`src/rtl/core/tcw_pkg.sv`:
```
`timescale 1ns / 1ps
// ----------------------------------------------------------------------------
// tcw_pkg
// Shared types and constants of the text console writer: action codes,
// decoded command kinds and the command word passed from front to back.
// ----------------------------------------------------------------------------
package tcw_pkg;

    localparam int ROW_W    = 5;
    localparam int COL_W    = 7;
    localparam int POS_W    = 12;
    localparam int CHAR_W   = 8;
    localparam int ATTR_W   = 8;
    localparam int CURSOR_W = 11;

    localparam logic [CHAR_W-1:0] NEWLINE_CHAR       = 8'd10;
    localparam logic [ATTR_W-1:0] DEFAULT_ATTR_RESET = 8'd15;

    localparam logic [1:0] ACT_WRITE_CURSOR = 2'd0;
    localparam logic [1:0] ACT_WRITE_AT     = 2'd1;
    localparam logic [1:0] ACT_CLEAR        = 2'd2;
    localparam logic [1:0] ACT_READ         = 2'd3;

    typedef enum logic [2:0] {
        CMD_PUT_CUR = 3'd0,
        CMD_PUT_POS = 3'd1,
        CMD_NL_CUR  = 3'd2,
        CMD_NL_POS  = 3'd3,
        CMD_CLEAR   = 3'd4,
        CMD_READ    = 3'd5,
        CMD_REJECT  = 3'd6
    } t_kind;

    typedef struct packed {
        t_kind              kind;
        logic [CHAR_W-1:0]  character;
        logic [ATTR_W-1:0]  attribute;
        logic [ROW_W-1:0]   row;
        logic [COL_W-1:0]   column;
        logic [POS_W-1:0]   pos;
    } t_cmd;

endpackage

```
`src/rtl/core/tcw_queue.sv`:
```
`timescale 1ns / 1ps
// ----------------------------------------------------------------------------
// tcw_queue
// Two-entry command queue between the front and back stages.
// ----------------------------------------------------------------------------
module tcw_queue
    import tcw_pkg::*;
(
    input  logic i_clk,
    input  logic i_rst_n,
    input  logic i_push,
    input  t_cmd i_cmd,
    input  logic i_pop,
    output logic o_full,
    output logic o_valid,
    output t_cmd o_head
);

    localparam int DEPTH = 2;

    t_cmd                       r_slot [DEPTH];
    logic [$clog2(DEPTH)-1:0]   r_wr_ptr;
    logic [$clog2(DEPTH)-1:0]   r_rd_ptr;
    logic [$clog2(DEPTH+1)-1:0] r_count;

    always_ff @(posedge i_clk) begin
        if (i_push) begin
            r_slot[r_wr_ptr] <= i_cmd;
        end
    end

    always_ff @(posedge i_clk) begin
        if (!i_rst_n) begin
            r_wr_ptr <= '0;
            r_rd_ptr <= '0;
            r_count  <= '0;
        end else begin
            if (i_push) begin
                r_wr_ptr <= r_wr_ptr + 1'b1;
            end
            if (i_pop) begin
                r_rd_ptr <= r_rd_ptr + 1'b1;
            end
            if (i_push && !i_pop) begin
                r_count <= r_count + 1'b1;
            end else if (!i_push && i_pop) begin
                r_count <= r_count - 1'b1;
            end
        end
    end

    assign o_full  = (r_count == ($clog2(DEPTH+1))'(DEPTH));
    assign o_valid = (r_count != '0);
    assign o_head  = r_slot[r_rd_ptr];

endmodule

```
`config.mk`:
```
export PLATFORM = sky130hd
export DESIGN_NAME = tcw_queue
export DESIGN_NICKNAME = d
export VERILOG_FILES = /design/src/rtl/core/tcw_pkg.sv /design/src/rtl/core/tcw_queue.sv
export SDC_FILE = /design/constraint.sdc
export NUM_CORES = 1
export LEC_CHECK = 0
export BUFFER_PORTS_ARGS = -buffer_cell sky130_fd_sc_hd__buf_4
export CAP_MARGIN = 20
export CORE_MARGIN = 5
export CORE_UTILIZATION = 45
export CTS_CLUSTER_DIAMETER = 120
export DETAILED_ROUTE_END_ITERATION = 6
export GPL_TIMING_DRIVEN = 0
export PLACE_DENSITY = 0.76
export SLEW_MARGIN = 40
export SYNTH_ARGS = -nofsm -noshare
export SYNTH_HDL_FRONTEND = slang
export SYNTH_SLANG_ARGS = --single-unit
```
`constraint.sdc`:
```
create_clock -name i_clk -period 3.5 [get_ports i_clk]
set_clock_uncertainty 0.05 [all_clocks]
set_input_delay 0.875 -clock i_clk [delete_from_list [all_inputs] [get_ports i_clk]]
set_output_delay 0.875 -clock i_clk [all_outputs]
set_load 0.1 [all_outputs]
```
# Word level (Yosys, flattened, before mapping)
# Memory sizes are Yosys's and may differ from the RTL's. A register that Yosys moved wholly into a read port is not among the register bits.
# Index checks and enable logic that the tools add are counted.
# word_totals
memories	1
out_inout_bits	45
input_bits	47
reg_bits	4
mem_bits_rw	86
elab_cells	21
# memory_table
memory	depth	width	read_ports	rd_ports_with_merged_regs	wr	line_no	text
r_slot	2	43	1	1	1	tcw_queue.sv:21	t_cmd r_slot [DEPTH];
# op_classes
n_eq_ne	1
mux	6
reduce_logical	6
add_sub_neg	4
# ops
op	n
2-to-1 mux 1 bit	4
2-to-1 mux 2 bit	2
nonzero test 2 bit	2
adder 1 bit (second input constant)	2
adder 2 x 1 -> 2 bit (second input constant)	1
equality test 2 bit (second input constant)	1
logical AND 1 bit	2
logical NOT 1 bit	2
subtractor 2 x 1 -> 2 bit (second input constant)	1

# Logic depth before layout (Yosys ltp)
# Gate-level depths: netlist (run 1).
# logic_depth
ltp_word	4
ltp_mapped	5
mapped_depth_nobuf	5

# Worst setup path before layout (run 1)
# OpenSTA, ideal clock, no wires.
# synth_path
path_kind	input-to-reg
startpoint	input i_push
endpoint	memory r_slot[0][0] (netlist name) (enable)
t_required_ns	3.000
arrival_time_ns	2.823
n_path_buf	0
path_stages	1
setup_slack_ns	0.177
setup_ns	0.450
path_cell_list	nor2b_1
# synth_between
elab_chain_cells	2
# synth_rtl
element	line_no	text
start: declaration	tcw_queue.sv:11	input logic i_push,
2-to-1 mux 1 bit	tcw_queue.sv:27	if (i_push) begin
2-to-1 mux 1 bit (implied by the code)	tcw_queue.sv:28	r_slot[r_wr_ptr] <= i_cmd;
end: declaration	tcw_queue.sv:21	
# Every way passes these cells.

==> results.md, run 1 <==
* Overall power at approximately 2500 uW
* Dpl hpwl at 4000 microns
* Synth Area in Adders at 0.00377
* Via count at 1,708
* Mux contribution to synthesized area at 0.146
* Cell Area, Synth at 0.00332 sq mm
* Final setup fails at 0
* Largest net degree at the start of global routing at 24
* Cts-stage hold buffer count at 0
* Status: complete, no violations
* Drt first-iter violations at 32
* RR Startpoint: r_wr_ptr
* Final worst path period share at 0.731
* Top cells by area, synth: edfxtp_1 (78%), mux2_2 (15%), dfxtp_1 (3.0%), buf_4 (0.90%), and2_1 (0.75%)
* Layout Nets at a little over 300
* Max FO, Critical Path at 10
* HP Class: reg -> reg
* XOR/XNOR Fraction of Synth Area at 0.00791
* Drt pass-1 iters at 4
* Number of global-route vias before repair at 1,872
* DRC violations left at 0
* Ys flop type: edfxtp_1
* Pins Over Slew Limit at 0
* Main combinational cell family by area after synthesis: multiplexers
* Post-synthesis cell count at around 160
* Area of the multi-input gates at 612 sq um
* Post-CTS Setup Bufs at 0
* Crit Path Class: reg -> out
* Synth Area in Compound Gates at 0.00602
* Worst-path clk slew at roughly 70 ps
* GRT Overall Usage at 0.131
* Final hold slack at between 400 and 500 ps
* Worst skew pair latency at 330 ps
* Cell with the most instances after synthesis: edfxtp_1
* Maximum VDD drop at between 0.3 and 0.4 mV
* Hold Path Stages at 2
* Asr flop ratio synth at 0
* Fill cells at 563
* Grt met2 use at 0.235
* Die width at 95.9 microns
* Register area at 0.00268 sq mm
* Origin of the worst min-delay path: r_count[1]
* CP startpoint kind: register
* Rows at 31
* First-pass GRT wire length at 8740 microns
* Placer Congestion at 0.675
* # resized after CTS at 0
* Fin util at 0.606
* R2R Path End: r_slot[1][24]
* Synth-to-layout area growth at 31.6%
* Total CTS buffers at 9
* Initial core utilization at 0.461
* Clock buffer depth at 2
* TritonCTS Sinks at 91
* Critical Path RT at roughly 2600 ps
* Synthesized net count at 204
* Synth top area share at 0.777
* Syn Area/Cell at 21.3 sq um
* Final setup TNS at 0 ps
* Synth warn at 0
* Core Box Area at 0.00721 sq mm
* # IOs at 92
* Sequential area share after synthesis at 0.807
* CTS tree: built
* Die Ht at 95.9 microns
* Synth area leader: edfxtp_1
* Post-synthesis simple-gate area fraction at 0.0177
* M3 GR Usage at 0.0344
* Commonest cells post-synth: edfxtp_1 (86), mux2_2 (43), dfxtp_1 (5), and2_1 (4), buf_4 (4)
* Number of synthesized flops with an enable pin at 86
* Endpoints failing hold at 0
* Grt peak-use layer: met2
* Worst Path Arrival at 1630 ps
* Final WL at about 5700 microns
* H-tree levels at 3
* Remaining Overflow, GRT at 0
* Initial antenna violation count at 0
* Worst Hold End: r_count[1]
* Die area at 0.00920 sq mm
* Final ANT Viol Nets at 0
* WL/cell at 15.6 microns
* Final worst path period need at 2560 ps
* Via-to-Cell Ratio at 4.69
* Worst-margin pin slew at 365 ps
* Yosys cell types at 17
* Leakage power at 0.00166 uW
* Synth Register Bits at 91
* Max_cap viols at 0
* FF-to-FF setup slack at 2170 ps
* Fmax at 391 MHz
* Grt met1 use at 0.140
* Rel. slew slack at 0.756
* I/O Buffers at 91
* Unrepaired setup endpoints after global routing: no
* FF-to-FF path depth at 2
* Endpoint class of the critical path: primary output
* Clock root buffer: clkbuf_8
* Pwr dens at 579 mW/mm^2
* Antenna fix cells at 0
* Ratio of cells with drive above 1 in the final layout at 0.596
==> worst max-delay path, cell delays in order, from the launching register on <==
cell	delay, ps
dfxtp_1	310
buf_2	180
buf_4	210
mux2_2	350
buf_4	230
==> layout make-up <==
cell class / instances / area share
inverter: 1 / 0.000858
tap: 99 / 0.0283
timing repair buffer: 94 / 0.175
sequential: 91 / 0.613
clock buffer: 11 / 0.0300
clock inverter: 4 / 0.00429
multi-input combinational: 59 / 0.140
buffer: 5 / 0.00801
==> metrics by stage <==
step                worst slack, ps  cells  instance area (sq um)
finish                          942    364                   4370
global route                    818    364                   4370
CTS                             893    364                   4370
floorplan                       177    156                   3320
global placement              -1060    346                   4130
detailed placement             1270    349                   4220
==> layer usage <==
metal | part of all wire | vias up
met2 | 0.54 | 54
met5 | 0 | -
met4 | 0.020 | 0
met3 | 0.063 | 10
li1 | - | 814
met1 | 0.38 | 830
==> placed cells by master, fill, tap and decap left out, types with 2 or more instances in the layout <==
cell | netlist | layout
edfxtp_1 | 86 | 86
clkinv_2 | 0 | 3
and2_1 | 4 | 3
buf_4 | 4 | 95
xor2_1 | 2 | 2
dfxtp_1 | 5 | 5
mux2_2 | 43 | 43
buf_16 | 0 | 3
clkbuf_8 | 0 | 9
clkbuf_1 | 0 | 2
==> how the worst max path moves through the flow <==
stage | to | cells past startpoint | start
global placement | r_slot[0][28] | 2 | i_push
global route | o_head[22] | 4 | register
detailed placement | o_head[10] | 4 | register
floorplan | r_slot[0][0] | 1 | i_push
CTS | o_head[4] | 4 | register
finish | o_head[24] | 4 | register
==> flip-flops by register name, indices dropped and copies added, names as in the netlist, named ones only <==
register  cells
r_slot       86
r_count       2
r_rd_ptr      1
r_wr_ptr      1
==> cell families (layout without fill, tap and decap cells) <==
kind of cell | count (synthesis) | in the layout
AO/OA/AOI/OAI | 3 | 3
XOR/XNOR | 3 | 3
adder cells (fa/ha/maj) | 1 | 1
buffers and inverters | 6 | 115
flip-flops | 91 | 91
multiplexers | 43 | 43
AND/OR/NAND/NOR | 9 | 9
==> report_power, final <==
part           internal [uW]  leakage, uW  switching [uW]
clock network            249    0.0000804             321
logic                    183     0.000727             508
registers               1250     0.000849            15.2
(Power assumes the default switching activity.)
==> run 2, diff against run 1 <==
==> constraint.sdc (replaced) <==
create_clock -name i_clk -period 2.1 [get_ports i_clk]
set_clock_uncertainty 0.05 [all_clocks]
set_input_delay 0.525 -clock i_clk [delete_from_list [all_inputs] [get_ports i_clk]]
set_output_delay 0.525 -clock i_clk [all_outputs]
set_load 0.1 [all_outputs]
==> results.md, run 2 (synthesis results as in run 1) <==
* Final worst path period need at roughly 2100 ps
* CP startpoint kind: register
* Dpl hpwl at approximately 4000 microns
* Placer Congestion at 0.653
* Synth-to-layout area growth at 38.8%
* Final setup TNS at 0 ps
* Largest net degree at the start of global routing at 28
* Fin util at 0.639
* HP Class: in -> reg
* Final worst path period share at 0.990
* Fmax at 481 MHz
* FF-to-FF path depth at 3
* Initial antenna violation count at 0
* Final WL at 5690 microns
* H-tree levels at 3
* I/O Buffers at 91
* Drt first-iter violations at 37
* Rel. slew slack at 0.604
* Pins Over Slew Limit at 0
* Ratio of cells with drive above 1 in the final layout at 0.602
* Critical Path RT at 1520 ps
* Overall power at about 4500 uW
* Commonest non-fill, non-tap cell in the layout: edfxtp_1
* Pwr dens at roughly 970 mW/mm^2
* Worst stage delay on the critical path at 360 ps
* Die width at 95.9 microns
* Largest regs: r_slot (86), r_count (2)
* Hold Path Stages at 1
* Via-to-Cell Ratio at 4.67
* Antenna fix cells at 0
* Clock root buffer: clkbuf_8
* CP max-delay cell: mux2_2
* First-pass GRT wire length at between 8000 and 9000 microns
* Most frequent CP cell: buf_8
* Leakage power at 0.00173 uW
* Rows at 31
* Commonest non-fill, non-tap cells in the layout: edfxtp_1 (86), buf_4 (51), mux2_2 (43), buf_6 (38), clkbuf_8 (9)
* Maximum VDD drop at 0.633 mV
* Endpoint class of the critical path: primary output
* WP buf/inv at 3
* Non-filler cells, final at 365
* Remaining Overflow, GRT at 0
* Worst-path clk slew at roughly 80 ps
* # IOs at 92
* Die Ht at 95.9 microns
* Drt pass-1 iters at 4
* Layout Nets at 310
* Final ANT Viol Nets at 0
* Status: complete, no violations
* Final setup fails at 0
* GRT Overall Usage at 0.131
* WL/cell at roughly 16 microns
* Cts-stage hold buffer count at 0
* Top delay family on crit path: buffers and inverters
* Most flop-heavy register: r_slot
* Worst-margin pin slew at 593 ps
* CP Cell Sequence: buf_6, buf_8, mux2_2, buf_8
* Crit Path Class: reg -> out
* Core Box Area at 0.00721 sq mm
* CTS tree: built
* Max reg flops at 86
* Fill cells at between 500 and 600
* Initial core utilization at 0.461
* Max FO, Critical Path at 10
* Number of global-route vias before repair at 1,877
* Total CTS buffers at 9
* Worst Path Arrival at ~1500 ps
* Worst skew pair latency at 330 ps
* WP depth at 4
* Clock buffer depth at 2
* Placed Cells at 349
* Unrepaired setup endpoints after global routing: yes
* DRC violations left at 0
* TritonCTS Sinks at 91
* Max_cap viols at 0
* Endpoints failing hold at 0
* Via count at 1,703
* Die area at between 0.009 and 0.01 sq mm
## run 2: worst paths after layout
check / start / end / slack, ps
max: register / o_head[16] / 20
min: i_cmd[37] / r_slot[0][37] / 320
max reg2reg: r_wr_ptr / r_slot[0][9] / 530
min reg2reg: r_count[1] / r_count[1] / 460
## run 2: area by class of cell
class	instances	area [sq um]	share of cell area
Buffer	5	71.3	0.0155
Clock buffer	11	131	0.0285
Clock inverter	4	52.6	0.0114
Inverter	1	3.75	0.000814
Multi-Input combinational cell	59	612	0.133
Sequential cell	91	2680	0.582
Tap cell	99	124	0.0269
Timing Repair Buffer	95	935	0.203
## run 2: metrics by stage
step	setup WS, ps	area [sq um]	hold slack (ps)
floorplan	81.8	3330	411
CTS	-8.36	4590	296
detailed placement	172	4220	447
global route	-44.4	4610	291
finish	21.4	4610	318
global placement	-611	4140	433
## run 2: repair_timing
action	CTS	global route
buffers inserted	0	1
endpoints found under the hold margin	0	0
cloned	0	0
endpoints found under the setup margin	40	40
resized for setup	50	5
## run 2: per-layer routing
| layer | vias up | share of wire | track usage |
|---|---|---|---|
| met5 | - | 0 | 0 |
| met4 | 0 | 0.013 | 0.0640 |
| met3 | 6 | 0.077 | 0.0461 |
| met2 | 54 | 0.53 | 0.224 |
| met1 | 830 | 0.38 | 0.144 |
| li1 | 813 | - | - |
## run 2: where the power goes
group / internal (uW) / total [uW] / switching (uW)
clock: 544 / 1100 / 552
combinational: 379 / 1240 / 865
sequential: 2090 / 2120 / 25.9
total: 3010 / 4460 / 1440
==> run 3, diff against run 2 <==
--- a/config.mk
+++ b/config.mk
@@ -12,7 +12,7 @@
 export CTS_CLUSTER_DIAMETER = 120
 export DETAILED_ROUTE_END_ITERATION = 6
 export GPL_TIMING_DRIVEN = 0
-export PLACE_DENSITY = 0.76
+export PLACE_DENSITY_LB_ADDON = 0.25
 export SLEW_MARGIN = 40
 export SYNTH_ARGS = -nofsm -noshare
 export SYNTH_HDL_FRONTEND = slang
==> results.md, run 3 (synthesis results as in run 1) <==
* CTS tree: built
* Total CTS buffers at 9
* First-pass GRT wire length at 8690 microns
* Non-filler cells, final at about 370
* Initial core utilization at 0.461
* Worst stage delay on the critical path at 370 ps
* Number of global-route vias before repair at 1,829
* Cts-stage hold buffer count at 0
* Pwr dens at 905 mW/mm^2
* Commonest non-fill, non-tap cells in the layout: edfxtp_1 (86), buf_4 (50), buf_12 (34), mux2_4 (32), mux2_2 (11)
* Pins Over Slew Limit at 0
* Commonest non-fill, non-tap cell in the layout: edfxtp_1
* Clock buffer depth at 2
* HP Class: in -> reg
* Final worst path period need at around 2100 ps
* Largest net degree at the start of global routing at 25
* RR Startpoint: r_wr_ptr
* Max_cap viols at 0
* Unrepaired setup endpoints after global routing: yes
* Hold Path Stages at 1
* Final ANT Viol Nets at 0
* Via count at roughly 1.8k
* Die area at between 0.009 and 0.01 sq mm
* Worst-path clk slew at 90 ps
* Maximum VDD drop at 0.532 mV
* WP buf/inv at 3
* R2R Path End: r_slot[0][29]
* WL/cell at 17.8 microns
* Max reg flops at 86
* Final worst path period share at 0.991
* Antenna fix cells at 0
* Crit Path Class: reg -> out
* Final WL at 6620 microns
* Status: complete, no violations
* Placed Cells at 349
* Fmax at 481 MHz
* Endpoints failing hold at 0
* Dpl hpwl at 3960 microns
* GRT Overall Usage at 0.129
* Origin of the worst min-delay path: i_cmd[20]
* Rel. slew slack at 0.649
* CP Cell Sequence: clkbuf_16, buf_8, mux2_2, buf_6
* Final hold slack at between 300 and 400 ps
* Largest regs: r_slot (86), r_count (2)
* Final setup fails at 0
* Leakage power at 0.00201 uW
* Ratio of cells with drive above 1 in the final layout at 0.615
* Endpoint class of the critical path: primary output
* Core Box Area at 0.00721 sq mm
* Worst skew pair latency at 340 ps
* Worst Path Arrival at 1510 ps
* CP startpoint kind: register
* Max FO, Critical Path at 5
* FF-to-FF path depth at 2
* Fill cells at 478
* Top delay family on crit path: buffers and inverters
* Worst-margin pin slew at 526 ps
* Most flop-heavy register: r_slot
* Initial antenna violation count at 0
* Clock root buffer: clkbuf_8
* Synth-to-layout area growth at 54.7%
* Remaining Overflow, GRT at 0
* Drt first-iter violations at 52
* I/O Buffers at just over 90
* H-tree levels at 3
* Via-to-Cell Ratio at 4.79
* Die width at 95.9 microns
* Drt pass-1 iters at 4
* TritonCTS Sinks at 91
* Worst Hold End: r_slot[1][20]
* Layout Nets at 316
* Die Ht at 95.9 microns
* Placer Congestion at 0.685
* Critical Path RT at 1520 ps
* Post-DP Area at 0.00420 sq mm
* CP max-delay cell: dfxtp_4
* # IOs at 92
* FF-to-FF setup slack at 730 ps
* Post-route cell area at 0.00514 sq mm
* Rows at 31
* DRC violations left at 0
==> run 3: cell types whose count changed in the layout (fill, tap and decap cells not counted), moves of 2 or more <==
cell	change
clkinv_4	+2
clkbuf_16	+5
buf_6	-31
buf_12	+33
mux2_2	-32
mux2_4	+32
==> run 3: layer usage <==
metal,GRT usage,share of wire
met1,0.159,0.41
met2,0.202,0.50
met3,0.0414,0.075
met4,0.0711,0.013
met5,0,0
==> run 3: metrics by stage <==
step	worst slack (ps)	TNS (ps)	power, uW	util
6_report	19.4	0	4650	0.712
2_1_floorplan	81.8	0	3040	-
4_1_cts	-31.6	-793	4420	0.632
5_1_grt	-42.8	-618	4810	0.712
3_5_place_dp	231	0	3310	0.583
3_3_place_gp	-612	-28490	3290	0.574
==> run 3: area by class of cell <==
class | instances | area [sq um] | area share
inverters | 1 | 3.75 | 0.000730
well taps | 99 | 124 | 0.0241
repair buffers | 101 | 1340 | 0.261
clock buffers | 11 | 131 | 0.0256
multi-input cells | 59 | 732 | 0.142
plain buffers | 5 | 80.1 | 0.0156
clock inverters | 5 | 40.0 | 0.00779
flip-flops and latches | 91 | 2690 | 0.523
==> run 3: how the worst max path moves through the flow <==
stage / start / endpoint / slack (ps) / depth (start not counted)
6_report: register / o_head[7] / 20 / 4
5_1_grt: register / o_head[12] / -40 / 4
4_1_cts: register / o_head[6] / -30 / 4
3_5_place_dp: register / o_head[6] / 230 / 4
3_3_place_gp: i_push / r_slot[1][8] / -610 / 2
2_1_floorplan: i_push / r_slot[1][0] / 80 / 1
==> run 3: worst register-to-register path: stages, from the launching register on <==
cell	delay (ps)
dfxtp_1	350
nor2b_4	450
buf_16	230
==> run 3: repair_timing <==
item | CTS | global route
endpoints found under the setup margin | 40 | 40
buffers inserted | 0 | 2
hold endpoints to repair | 0 | 0
gates cloned | 0 | 5
resized for setup | 50 | 107
==> run 3: power by group <==
group          switching (uW)  leakage (uW)  internal, uW
Combinational             920       0.00109           582
Sequential               31.3      0.000849          2090
Clock                     592     0.0000757           435
Total                    1540       0.00201          3110
