==> config.mk <==
export PLATFORM = sky130hd
export DESIGN_NAME = tcw_front
export DESIGN_NICKNAME = d
export VERILOG_FILES = /design/src/rtl/core/tcw_pkg.sv /design/src/rtl/core/tcw_front.sv
export SDC_FILE = /design/constraint.sdc
export NUM_CORES = 1
export LEC_CHECK = 0
export BUFFER_PORTS_ARGS = -buffer_cell sky130_fd_sc_hd__buf_2
export CAP_MARGIN = 30
export CORE_MARGIN = 2
export CORE_UTILIZATION = 28
export CTS_BUF_LIST = sky130_fd_sc_hd__clkbuf_16
export CTS_CLUSTER_SIZE = 25
export DETAILED_ROUTE_END_ITERATION = 10
export GPL_ROUTABILITY_DRIVEN = 0
export GPL_TIMING_DRIVEN = 0
export HOLD_SLACK_MARGIN = 0.08
export PLACE_DENSITY = 0.73
export SLEW_MARGIN = 15
export SYNTH_ARGS = -nofsm -noshare
export SYNTH_HDL_FRONTEND = slang
export SYNTH_SLANG_ARGS = --single-unit
export TNS_END_PERCENT = 100
==> constraint.sdc <==
create_clock -name i_clk -period 3.9 [get_ports i_clk]
set_input_delay 1.17 -clock i_clk [delete_from_list [all_inputs] [get_ports i_clk]]
set_output_delay 1.17 -clock i_clk [all_outputs]
set_load 0.005 [all_outputs]
==> src/rtl/core/tcw_pkg.sv <==
`timescale 1ns / 1ps
// ----------------------------------------------------------------------------
// tcw_pkg
// Shared types and constants of the text console writer: action codes,
// decoded command kinds and the command word passed from front to back.
// ----------------------------------------------------------------------------
package tcw_pkg;

    localparam int ROW_W    = 5;
    localparam int COL_W    = 7;
    localparam int POS_W    = 12;
    localparam int CHAR_W   = 8;
    localparam int ATTR_W   = 8;
    localparam int CURSOR_W = 11;

    localparam logic [CHAR_W-1:0] NEWLINE_CHAR       = 8'd10;
    localparam logic [ATTR_W-1:0] DEFAULT_ATTR_RESET = 8'd15;

    localparam logic [1:0] ACT_WRITE_CURSOR = 2'd0;
    localparam logic [1:0] ACT_WRITE_AT     = 2'd1;
    localparam logic [1:0] ACT_CLEAR        = 2'd2;
    localparam logic [1:0] ACT_READ         = 2'd3;

    typedef enum logic [2:0] {
        CMD_PUT_CUR = 3'd0,
        CMD_PUT_POS = 3'd1,
        CMD_NL_CUR  = 3'd2,
        CMD_NL_POS  = 3'd3,
        CMD_CLEAR   = 3'd4,
        CMD_READ    = 3'd5,
        CMD_REJECT  = 3'd6
    } t_kind;

    typedef struct packed {
        t_kind              kind;
        logic [CHAR_W-1:0]  character;
        logic [ATTR_W-1:0]  attribute;
        logic [ROW_W-1:0]   row;
        logic [COL_W-1:0]   column;
        logic [POS_W-1:0]   pos;
    } t_cmd;

endpackage

==> src/rtl/core/tcw_front.sv <==
`timescale 1ns / 1ps
// ----------------------------------------------------------------------------
// tcw_front
// Input stage: holds the default attribute, checks positions, resolves the
// attribute and turns each accepted item into a command for the queue.
// ----------------------------------------------------------------------------
module tcw_front
    import tcw_pkg::*;
#(
    parameter int COLUMNS = 80,
    parameter int ROWS    = 25
) (
    input  logic              i_clk,
    input  logic              i_rst_n,
    input  logic              i_cfg_wr_en,
    input  logic [ATTR_W-1:0] i_cfg_wr_data,
    input  logic              i_in_valid,
    output logic              o_in_ready,
    input  logic [1:0]        i_action,
    input  logic [CHAR_W-1:0] i_character,
    input  logic [ROW_W-1:0]  i_row,
    input  logic [COL_W-1:0]  i_column,
    input  logic [ATTR_W-1:0] i_attribute,
    input  logic              i_back_ready,
    input  logic              i_q_full,
    output logic              o_push,
    output t_cmd              o_cmd
);

    logic [ATTR_W-1:0] r_default_attr;
    logic              in_range;
    logic              is_newline;

    always_ff @(posedge i_clk) begin
        if (!i_rst_n) begin
            r_default_attr <= DEFAULT_ATTR_RESET;
        end else if (i_cfg_wr_en) begin
            r_default_attr <= i_cfg_wr_data;
        end
    end

    assign in_range   = ({1'b0, i_row} < (ROW_W + 1)'(ROWS))
                     && ({1'b0, i_column} < (COL_W + 1)'(COLUMNS));
    assign is_newline = (i_character == NEWLINE_CHAR);
    assign o_in_ready = i_back_ready && !i_q_full;
    assign o_push     = i_in_valid && o_in_ready;

    always_comb begin
        o_cmd.character = i_character;
        o_cmd.attribute = (i_attribute == '0) ? r_default_attr : i_attribute;
        o_cmd.row       = i_row;
        o_cmd.column    = i_column;
        o_cmd.pos       = POS_W'(i_row) * POS_W'(COLUMNS) + POS_W'(i_column);
        case (i_action)
            ACT_WRITE_CURSOR: o_cmd.kind = is_newline ? CMD_NL_CUR : CMD_PUT_CUR;
            ACT_WRITE_AT: begin
                if (!in_range) begin
                    o_cmd.kind = CMD_REJECT;
                end else begin
                    o_cmd.kind = is_newline ? CMD_NL_POS : CMD_PUT_POS;
                end
            end
            ACT_CLEAR:        o_cmd.kind = CMD_CLEAR;
            ACT_READ:         o_cmd.kind = in_range ? CMD_READ : CMD_REJECT;
            default:          o_cmd.kind = CMD_REJECT;
        endcase
    end

endmodule

Yosys cells after proc, flatten, opt, wreduce, memory -nomap -nowiden
Index checks and enable logic that the tools add are counted.
{"block": "totals", "regBits": 8, "inputBits": 44}
{"block": "op_classes", "n_eq_ne": 4, "order_cmp": 2, "n_reduce_logical": 6, "mul": 1, "addsub": 1, "mux": 6}
{"operator": "$add 12x7->12", "count": 1}
{"operator": "$pmux 3 s4", "count": 1}
{"operator": "$eq 8x4->1 const B", "count": 1}
{"operator": "$logic_not 8->1", "count": 1}
{"operator": "$mul 5x3->8 const B", "count": 1}
{"operator": "$mux 8", "count": 1}
{"operator": "$lt 7x7->1 const B", "count": 1}
{"operator": "$mux 2", "count": 3}
{"operator": "$lt 5x5->1 const B", "count": 1}
{"operator": "$eq 2x2->1 const B", "count": 2}
{"operator": "$logic_and 1x1->1", "count": 3}
{"operator": "$mux 3", "count": 1}
{"operator": "$eq 2x1->1 const B", "count": 1}
{"operator": "$logic_not 2->1", "count": 1}
{"operator": "$logic_not 1->1", "count": 1}

Logic depth before layout (Yosys ltp)
Gate-level depths: netlist (run 1).
{"block": "depth", "depth_word": 4, "depth_mapped": 6, "ltp_nobuf": 6}

Worst setup path after synthesis (run 1)
No wires, ideal clock.
{"block": "synth_timing", "path_type": "input to output", "start": "in i_row[1]", "end": "out o_cmd[10] (netlist bit)", "n_path_buf": 0, "slack_ns": 0.157, "required_time_ns": 2.730, "t_arrival_ns": 2.573, "path_stages": 6, "cell_sequence": "ha_1 ha_1 fa_1 xor2_1 nand3_1 xnor2_1"}
{"element": "from (decl)", "line_no": "tcw_front.sv:21", "rtl": "input logic [ROW_W-1:0] i_row,"}
{"element": "to (decl)", "line_no": "tcw_front.sv:27", "rtl": "output t_cmd o_cmd"}

==> results of run 1 <==
==> cells in the mapped netlist <==
| library cell | count | area (µm²) |
|---|---|---|
| mux2i_1 | 8 | 80.1 |
| ha_1 | 9 | 113 |
| nor2b_1 | 6 | 37.5 |
| nand3_1 | 1 | 5.00 |
| dfxtp_1 | 8 | 160 |
| nor2_1 | 1 | 3.75 |
| a21oi_1 | 3 | 15.0 |
| xnor2_1 | 3 | 26.3 |
| o311ai_0 | 1 | 8.76 |
| nor4_1 | 2 | 12.5 |
| nor3b_1 | 1 | 7.51 |
| o21ai_0 | 1 | 5.00 |
| nand2_1 | 9 | 33.8 |
| nand4b_1 | 1 | 8.76 |
| buf_2 | 1 | 5.00 |
| and3_1 | 1 | 6.26 |
| xor2_1 | 4 | 35.0 |
| nand2b_1 | 1 | 6.26 |
| a31o_2 | 1 | 8.76 |
| a32o_1 | 1 | 10.0 |
| fa_1 | 2 | 40.0 |
| and2_1 | 1 | 6.26 |
| a21o_1 | 10 | 75.1 |
| nor3_1 | 1 | 5.00 |
| buf_4 | 24 | 180 |
| nor2_4 | 1 | 11.3 |
==> stage by stage <==
step	hold WS, ps	worst slack (ps)
after global routing	507	-84.7
final	467	-61.0
after CTS	474	4.09
after floorplan	441	157
after global placement	463	-165
after detailed placement	463	-187
==> routing by layer <==
metal  vias up  track usage, %  part of all wire (%)
li1        514               -                     -
met2        76            23.5                    47
met4         0            6.21                   1.6
met3         4            3.41                    14
met5         -               0                     0
met1       419            12.7                    38
==> worst paths after layout <==
path	from	endpoint	slack [ps]	cells after the start
hold / removal	r_default_attr[2]	r_default_attr[2]	470	2
hold reg to reg	r_default_attr[2]	r_default_attr[2]	470	2
setup reg to reg	r_default_attr[1]	r_default_attr[1]	3270	2
setup / recovery	i_row[1]	o_cmd[10]	-60	8
==> power breakdown <==
part,internal (mW),switching [mW]
Sequential,0.0873,0.00280
Clock,0.132,0.0372
Combinational,0.109,0.0784
Total,0.328,0.118
==> worst max-delay path, cell delays in order <==
cell and delay (ps):
buf_12 110, ha_4 240, ha_4 160, fa_2 560, buf_6 110, nand3_2 50, xnor2_1 220, buf_2 170
==> cells by family after synthesis <==
family                     Yosys count  share of synthesized area [%]
and+or+nand+nor                     26                           15.9
buffers and inverters               25                           20.4
AOI/OAI and AO/OA                   17                           13.5
adders and majority gates           11                           16.9
muxes                                8                           8.84
DFF                                  8                           17.7
xor gates and xnor gates             7                           6.77
==> timing repair <==
| item | CTS | global route |
|---|---|---|
| gates resized for setup | 13 | 12 |
| hold endpoints to repair | 0 | 0 |
| endpoints found under the setup margin | 3 | 4 |
| setup buffers | 2 | 3 |
| pin swaps | 8 | 11 |
==> final cells by class <==
class                      instances  area, µm²
tap                               44       55.1
clock buffer                       3       75.1
timing repair buffer              88        484
buffer                            25        185
sequential                         8        160
fill                             288       1460
multi-input combinational         69        658
==> flow_metrics.env, run 1 <==
export IMPL_p_leak_nw=0.902
export IMPL_clock_skew_ps=0
export IMPL_finalMaxSlewViolations=0
export IMPL_finish_instance_area_um2=1620
export IMPL_port_buffers=83
export IMPL_final_common_cell="buf_2"
export IMPL_min_path_type="reg -> reg"
export IMPL_synthCells=102
export IMPL_synth_area_um2=906
export IMPL_cts_hold_buf=0
export IMPL_ys_ff_latch=8
export IMPL_status="complete, but fails checks"
export IMPL_die_h_um=60.9
export IMPL_yosys_warnings=0
export IMPL_num_antenna_cells=0
export IMPL_finalHoldViolations=0
export IMPL_fp_dieArea_um2=3710
export IMPL_largest_register="r_default_attr"
export IMPL_setup_ws_ps=-61.0
export IMPL_setup_tns_final_ps=-61.0
export IMPL_track_usage_pct=12.6
export IMPL_violations="setup timing"
export IMPL_via_per_inst=4.27
export IMPL_worst_pin_slew_ps=503
export IMPL_drt_initial_drc_count=28
export IMPL_start_kind="primary input"
export IMPL_grt_pass1_vias=866
export IMPL_fin_cells=237
export IMPL_worstPathRequired_ps=2730
export IMPL_most_common_layout_cells="buf_2, buf_4, a21o_1"
export IMPL_rsz0062_at_grt="yes"
export IMPL_largest_reg_flops=8
export IMPL_grt_max_degree=9
export IMPL_p_total_mw=0.447
export IMPL_numCtsBuffers=3
export IMPL_overflow=0
export IMPL_post_route_period_util_pct=102
export IMPL_ys_seq_area_share_pct=17.7
export IMPL_nets=250
export IMPL_grt_pass1_wl_um=3470
export IMPL_wire_per_inst_um=10.5
export IMPL_cap_violations=0
export IMPL_ys_types=26
export IMPL_finalWirelength_um=2500
export IMPL_clockRootBuffer="clkbuf_16"
export IMPL_clockBufferDepth=2
export IMPL_clk_pin_slew_ps=40
export IMPL_num_rows=20
export IMPL_syn_nets=157
export IMPL_final_core_util_pct=52.6
export IMPL_cp_max_fo=4
export IMPL_antenna_found_initial=0
export IMPL_h_tree_depth=1
export IMPL_coreArea_um2=3080
export IMPL_worstPathArrival_ps=2790
export IMPL_placed_area_um2=1380
export IMPL_endpoint_kind="primary output"
export IMPL_power_density_nw_per_um2=276
export IMPL_min_period_ps=3960
export IMPL_drive_above_1_share_pct=66.8
export IMPL_drtPass1Iterations=4
export IMPL_drc=0
export IMPL_ir_worst_vdd_uv=196
export IMPL_die_width_um=60.9
export IMPL_slew_headroom_pct=66.1
export IMPL_place_inst=229
export IMPL_ios=89
export IMPL_syn_to_final_growth_pct=78.6
export IMPL_hpwl_um=1940
export IMPL_cts_tree="built"
export IMPL_initial_core_util_pct=29.4
export IMPL_setup_viol=1
export IMPL_synth_area_per_cell_um2=8.88
export IMPL_ant_nets=0
export IMPL_worstSkewPairLatency_ps=230
export IMPL_largestRegisters="r_default_attr (8)"
export IMPL_max_freq_mhz=252
export IMPL_clock_sinks=8
export IMPL_num_vias=1013
export IMPL_worstSetupPathType="in -> out"
Note: power is estimated with default switching activity, not from simulation.
==> run 2: changes to the inputs <==
Settings changed: ABC_AREA set to 1, PLACE_DENSITY 0.73 to 0.71.
==> run 2 against run 1 <==
  * The run still ends with setup timing left
  * Sequential share of layout area barely moved
  * Count of clock-buffer cells in the layout is the same
  * Sequential cell count is the same
  * Clock power increased by 2%
  * Register-to-register slack better by 20 ps
  * Power shrank 1.6%
  * Non-clock buffer count fell by 3
  * Worst setup slack gained 35 ps
  * Critical endpoint is now o_cmd[9]
  * Largest cell class unchanged
==> flow_metrics.env, run 2 <==
export IMPL_status="complete, but fails checks"
export IMPL_violations="setup timing"
export IMPL_largestRegisters="r_default_attr (8)"
export IMPL_clock_sinks=8
export IMPL_port_buffers=83
export IMPL_timing_critical_path_from="i_row[3]"
export IMPL_max_freq_mhz=255
export IMPL_grt_pass1_wl_um=4520
export IMPL_die_width_um=63.7
export IMPL_yosys_area_top_type="buf_4"
export IMPL_p_leak_nw=0.964
export IMPL_num_vias=1248
export IMPL_synth_common_cells="nand2_1, buf_4, inv_1"
export IMPL_nFillCells=343
export IMPL_endpoint_kind="primary output"
export IMPL_hpwl_um=2320
export IMPL_r2r_start="r_default_attr[7]"
export IMPL_rrSetupSlack_ps=3290
export IMPL_fp_dieArea_um2=4060
export IMPL_ios=89
export IMPL_fin_cells=291
export IMPL_min_from="r_default_attr[3]"
export IMPL_finalHoldViolations=0
export IMPL_drc=0
export IMPL_syn_nets=212
export IMPL_worst_pin_slew_ps=300
export IMPL_setup_tns_final_ps=-26.4
export IMPL_clockBufferDepth=2
export IMPL_dp_slack_ps=-251
export IMPL_final_common_cell="buf_2"
export IMPL_finalWirelength_um=2680
export IMPL_drive_above_1_share_pct=51.8
export IMPL_numCtsBuffers=3
export IMPL_initial_core_util_pct=29.5
export IMPL_async_reset_ff_share_pct=0
export IMPL_most_common_layout_cells="buf_2, nand2_1, buf_4, inv_1, nor2_1"
export IMPL_syn_to_final_growth_pct=62.5
export IMPL_antenna_found_initial=0
export IMPL_drt_initial_drc_count=21
export IMPL_yosysMostFrequentCell="nand2_1"
export IMPL_drtPass1Iterations=4
export IMPL_ys_seq_area_share_pct=16.0
export IMPL_start_kind="primary input"
export IMPL_worstSetupPathType="in -> out"
export IMPL_via_per_inst=4.29
export IMPL_synthFlopType="dfxtp_1"
export IMPL_setup_ws_ps=-26.4
export IMPL_finalMaxSlewViolations=0
export IMPL_synthCells=157
export IMPL_clockRootBuffer="clkbuf_16"
export IMPL_h_tree_depth=1
export IMPL_worstPathArrival_ps=2760
export IMPL_cap_violations=0
export IMPL_p_total_mw=0.439
export IMPL_die_h_um=63.7
export IMPL_num_rows=21
export IMPL_min_path_type="reg -> reg"
export IMPL_clk_pin_slew_ps=40
export IMPL_clock_skew_ps=0
export IMPL_track_usage_pct=13.5
export IMPL_worstSkewPairLatency_ps=230
export IMPL_ir_worst_vdd_uv=263
export IMPL_largest_register="r_default_attr"
export IMPL_setup_viol=1
export IMPL_yosys_warnings=0
export IMPL_cts_hold_buf=0
export IMPL_nets=302
export IMPL_overflow=0
export IMPL_synth_edf_count=0
export IMPL_cp_max_fo=3
export IMPL_rsz0062_at_grt="yes"
export IMPL_synth_area_um2=998
export IMPL_num_antenna_cells=0
export IMPL_grt_max_degree=10
export IMPL_place_inst=286
export IMPL_coreArea_um2=3390
export IMPL_cts_tree="built"
export IMPL_synthTopCellsByArea="buf_4, nand2_1, dfxtp_1, ha_1, inv_1"
export IMPL_synth_top_area_share_pct=18.0
export IMPL_synth_area_per_cell_um2=6.36
export IMPL_grt_pass1_vias=1142
export IMPL_rr_worst_depth=2
export IMPL_largest_reg_flops=8
export IMPL_min_period_ps=3930
export IMPL_ys_types=22
export IMPL_slew_headroom_pct=80.0
export IMPL_wire_per_inst_um=9.21
export IMPL_power_density_nw_per_um2=271
export IMPL_worstPathRequired_ps=2730
export IMPL_post_route_period_util_pct=101
export IMPL_ant_nets=0
export IMPL_cp_endpoint="o_cmd[9]"
export IMPL_r2r_end="r_default_attr[7]"
export IMPL_ys_ff_latch=8
export IMPL_final_core_util_pct=47.9
-- run 2: metal layers --
layer / track usage, % / share of wire, % / vias up
met4: 4.89 / 0.93 / 0
met3: 3.75 / 13 / 4
met5: 0 / 0 / -
met2: 24.9 / 46 / 71
li1: - / - / 646
met1: 14.5 / 40 / 527
-- run 2: cell type report --
cell class	instances	area, µm²	share of cell area, %
clock buffer	3	75.1	4.63
multi-input combinational	104	623	38.4
tap	46	57.6	3.55
sequential	8	160	9.87
buffer	25	185	11.4
inverter	20	75.1	4.63
timing repair buffer	85	447	27.5
-- run 2: kinds of logic (layout without fill, tap and decap cells) --
family          Yosys count  in the layout  share of synthesized area, %
fa+ha+maj                11             11                          15.3
buf+inv                  45            133                          26.1
xor+xnor                  3              3                          2.63
compound gates            9              9                          4.51
flops                     8              8                          16.0
simple gates             81             81                          35.5
-- run 2: critical path, stage by stage --
cell and delay, ps:
buf_8 100, ha_4 230, ha_4 160, fa_2 580, nand2_2 60, inv_2 50
nand4_1 100, nand2_1 80, o21ai_1 50, nand2_1 60, buf_2 110
-- run 2: what timing repair did --
item / CTS / global route
resized for setup: 11 / 3
pin swaps: 6 / 3
endpoints found under the setup margin: 3 / 3
buffers inserted: 2 / 0
-- run 2: where the power goes --
part           total [mW]  switching [mW]  internal [mW]
Sequential         0.0910         0.00286         0.0881
Combinational       0.176          0.0817         0.0940
Clock               0.173          0.0405          0.132
-- run 2: per-stage QoR --
stage               instance area (µm²)  hold slack, ps
finish                             1620             455
global route                       1620             474
CTS                                1610             457
detailed placement                 1470             446
global placement                   1470             440
floorplan                           998             429
-- run 2: worst min-delay path by stage --
stage,to,slack [ps],depth (start not counted)
global route,r_default_attr[0],470,2
floorplan,r_default_attr[0],430,2
detailed placement,r_default_attr[3],450,2
global placement,r_default_attr[0],440,2
finish,r_default_attr[3],450,2
CTS,r_default_attr[3],460,2
==> run 3: changes to the inputs <==
Settings changed: CORE_ASPECT_RATIO set to 1.25, CTS_BUF_LIST sky130_fd_sc_hd__clkbuf_16 to sky130_fd_sc_hd__clkbuf_8.
==> run 3 against run 2 <==
  * The flow still finishes with violations (setup timing)
  * Count of clock-buffer cells in the layout is the same
  * Critical path type unchanged
  * Maximum frequency is 0.27% higher
  * Via count fell by 1.9%
  * Worst setup slack improved by 11 ps
==> flow_metrics.env, run 3 (same netlist as run 2, synthesis figures left out) <==
export IMPL_status="complete, but fails checks"
export IMPL_violations="setup timing"
export IMPL_clockRootBuffer="clkbuf_8"
export IMPL_numCtsBuffers=3
export IMPL_post_route_period_util_pct=100
export IMPL_clockBufferDepth=2
export IMPL_intPower_mw=0.250
export IMPL_worst_hold_slack_ps=453
export IMPL_drive_above_1_share_pct=52.2
export IMPL_grt_pass1_wl_um=4440
export IMPL_start_kind="primary input"
export IMPL_fin_cells=284
export IMPL_num_vias=1224
export IMPL_die_width_um=57.4
export IMPL_initial_core_util_pct=28.9
export IMPL_max_freq_mhz=255
export IMPL_antenna_found_initial=0
export IMPL_slew_headroom_pct=80.1
export IMPL_num_antenna_cells=0
export IMPL_drt_initial_drc_count=32
export IMPL_cts_hold_buf=0
export IMPL_final_common_cell="buf_2"
export IMPL_wire_per_inst_um=9.44
export IMPL_ios=89
export IMPL_grt_max_degree=10
export IMPL_switching_power_mw=0.120
export IMPL_clk_pin_slew_ps=40
export IMPL_p_comb_share_pct=48.2
export IMPL_swShare_pct=32.4
export IMPL_nFillCells=370
export IMPL_routed_top_layer="met4"
export IMPL_placed_area_um2=1460
export IMPL_ant_nets=0
export IMPL_wl_met1_um=978
export IMPL_syn_to_final_growth_pct=59.5
export IMPL_most_common_layout_cells="buf_2, nand2_1, buf_4, inv_1, nor2_1"
export IMPL_regArea_um2=160
export IMPL_worstSetupPathType="in -> out"
export IMPL_finalWirelength_um=2680
export IMPL_drtPass1Iterations=4
export IMPL_power_density_nw_per_um2=232
export IMPL_power_frac_seq_pct=24.6
export IMPL_wl_met3_um=217
export IMPL_timing_critical_path_from="i_row[3]"
export IMPL_setup_ws_ps=-15.7
export IMPL_cp_max_fo=3
export IMPL_num_rows=24
export IMPL_min_path_type="reg -> reg"
export IMPL_rsz0062_at_grt="yes"
export IMPL_via_per_inst=4.31
export IMPL_clock_sinks=8
export IMPL_setup_viol=1
export IMPL_finalHoldViolations=0
export IMPL_ir_worst_vdd_uv=201
export IMPL_track_usage_pct=13.5
export IMPL_final_core_util_pct=46.1
export IMPL_largestRegisters="r_default_attr (8)"
export IMPL_worstSkewPairLatency_ps=230
export IMPL_multi_input_area_um2=636
export IMPL_grt_pass1_vias=1160
export IMPL_die_h_um=70.8
export IMPL_pwr_share_clk_pct=27.2
export IMPL_largest_register="r_default_attr"
export IMPL_finalMaxSlewViolations=0
export IMPL_p_leak_nw=0.949
export IMPL_overflow=0
export IMPL_largest_reg_flops=8
export IMPL_wl_met2_um=1440
export IMPL_cts_tree="built"
export IMPL_clock_skew_ps=0
export IMPL_setup_tns_final_ps=-15.7
export IMPL_hpwl_um=2270
export IMPL_min_from="r_default_attr[2]"
export IMPL_drc=0
export IMPL_cap_violations=0
export IMPL_h_tree_depth=1
export IMPL_worstPathArrival_ps=2750
export IMPL_r2r_start="r_default_attr[7]"
export IMPL_coreArea_um2=3450
export IMPL_place_inst=279
export IMPL_worstPathRequired_ps=2730
export IMPL_nets=302
export IMPL_finish_instance_area_um2=1590
export IMPL_worst_pin_slew_ps=298
export IMPL_min_period_ps=3920
export IMPL_port_buffers=83
export IMPL_endpoint_kind="primary output"
export IMPL_fp_dieArea_um2=4060
## run 3: cell counts in the layout (fill, tap and decap cells not counted)
No cell type changed its count.
## run 3: power groups by stage
stage	clock, mW	combinational (mW)	sequential, mW
2_1_floorplan	0	0.0928	0.0913
3_3_place_gp	0	0.160	0.0920
3_5_place_dp	0	0.163	0.0921
4_1_cts	0.104	0.175	0.0908
5_1_grt	0.106	0.202	0.0912
6_report	0.101	0.178	0.0908
## run 3: path summary, 6_finish.rpt
path                       endpoint  slack (ps)  depth (start not counted)
setup / recovery           o_cmd[9]         -20                         11
hold / removal    r_default_attr[2]         450                          2
setup reg to reg  r_default_attr[7]        3290                          2
hold reg to reg   r_default_attr[2]         450                          2
## run 3: worst max-delay path: stages
cell     delay, ps
buf_8          100
ha_4           230
ha_4           160
fa_2           580
nand2_2         60
inv_2           50
nand4_1         90
nand2_1         80
o21ai_1         60
nand2_1         60
buf_2          100
## run 3: repair_timing
action | CTS | global route
endpoints found under the setup margin | 3 | 3
gates resized for setup | 12 | 3
pin swaps | 6 | 3
buffers inserted | 1 | 1
## run 3: metal layers
metal,vias up,track usage (%)
li1,646,-
met4,0,7.75
met3,4,0.731
met1,513,13.6
met5,-,0
met2,61,26.4
## run 3: per-stage QoR
step                      worst slack, ps  power [mW]
after floorplan                       147       0.184
after global placement               -214       0.252
after detailed placement             -250       0.255
after CTS                           -61.6       0.369
after global routing                 -100       0.400
final                               -15.7       0.370
## run 3: cell type report
type | instances | share of cell area (%)
Timing Repair Buffer | 85 | 28.0
Clock buffer | 3 | 2.59
Multi-Input combinational cell | 104 | 39.9
Buffer | 25 | 11.6
Sequential cell | 8 | 10.1
Inverter | 20 | 4.71
Tap cell | 39 | 3.06
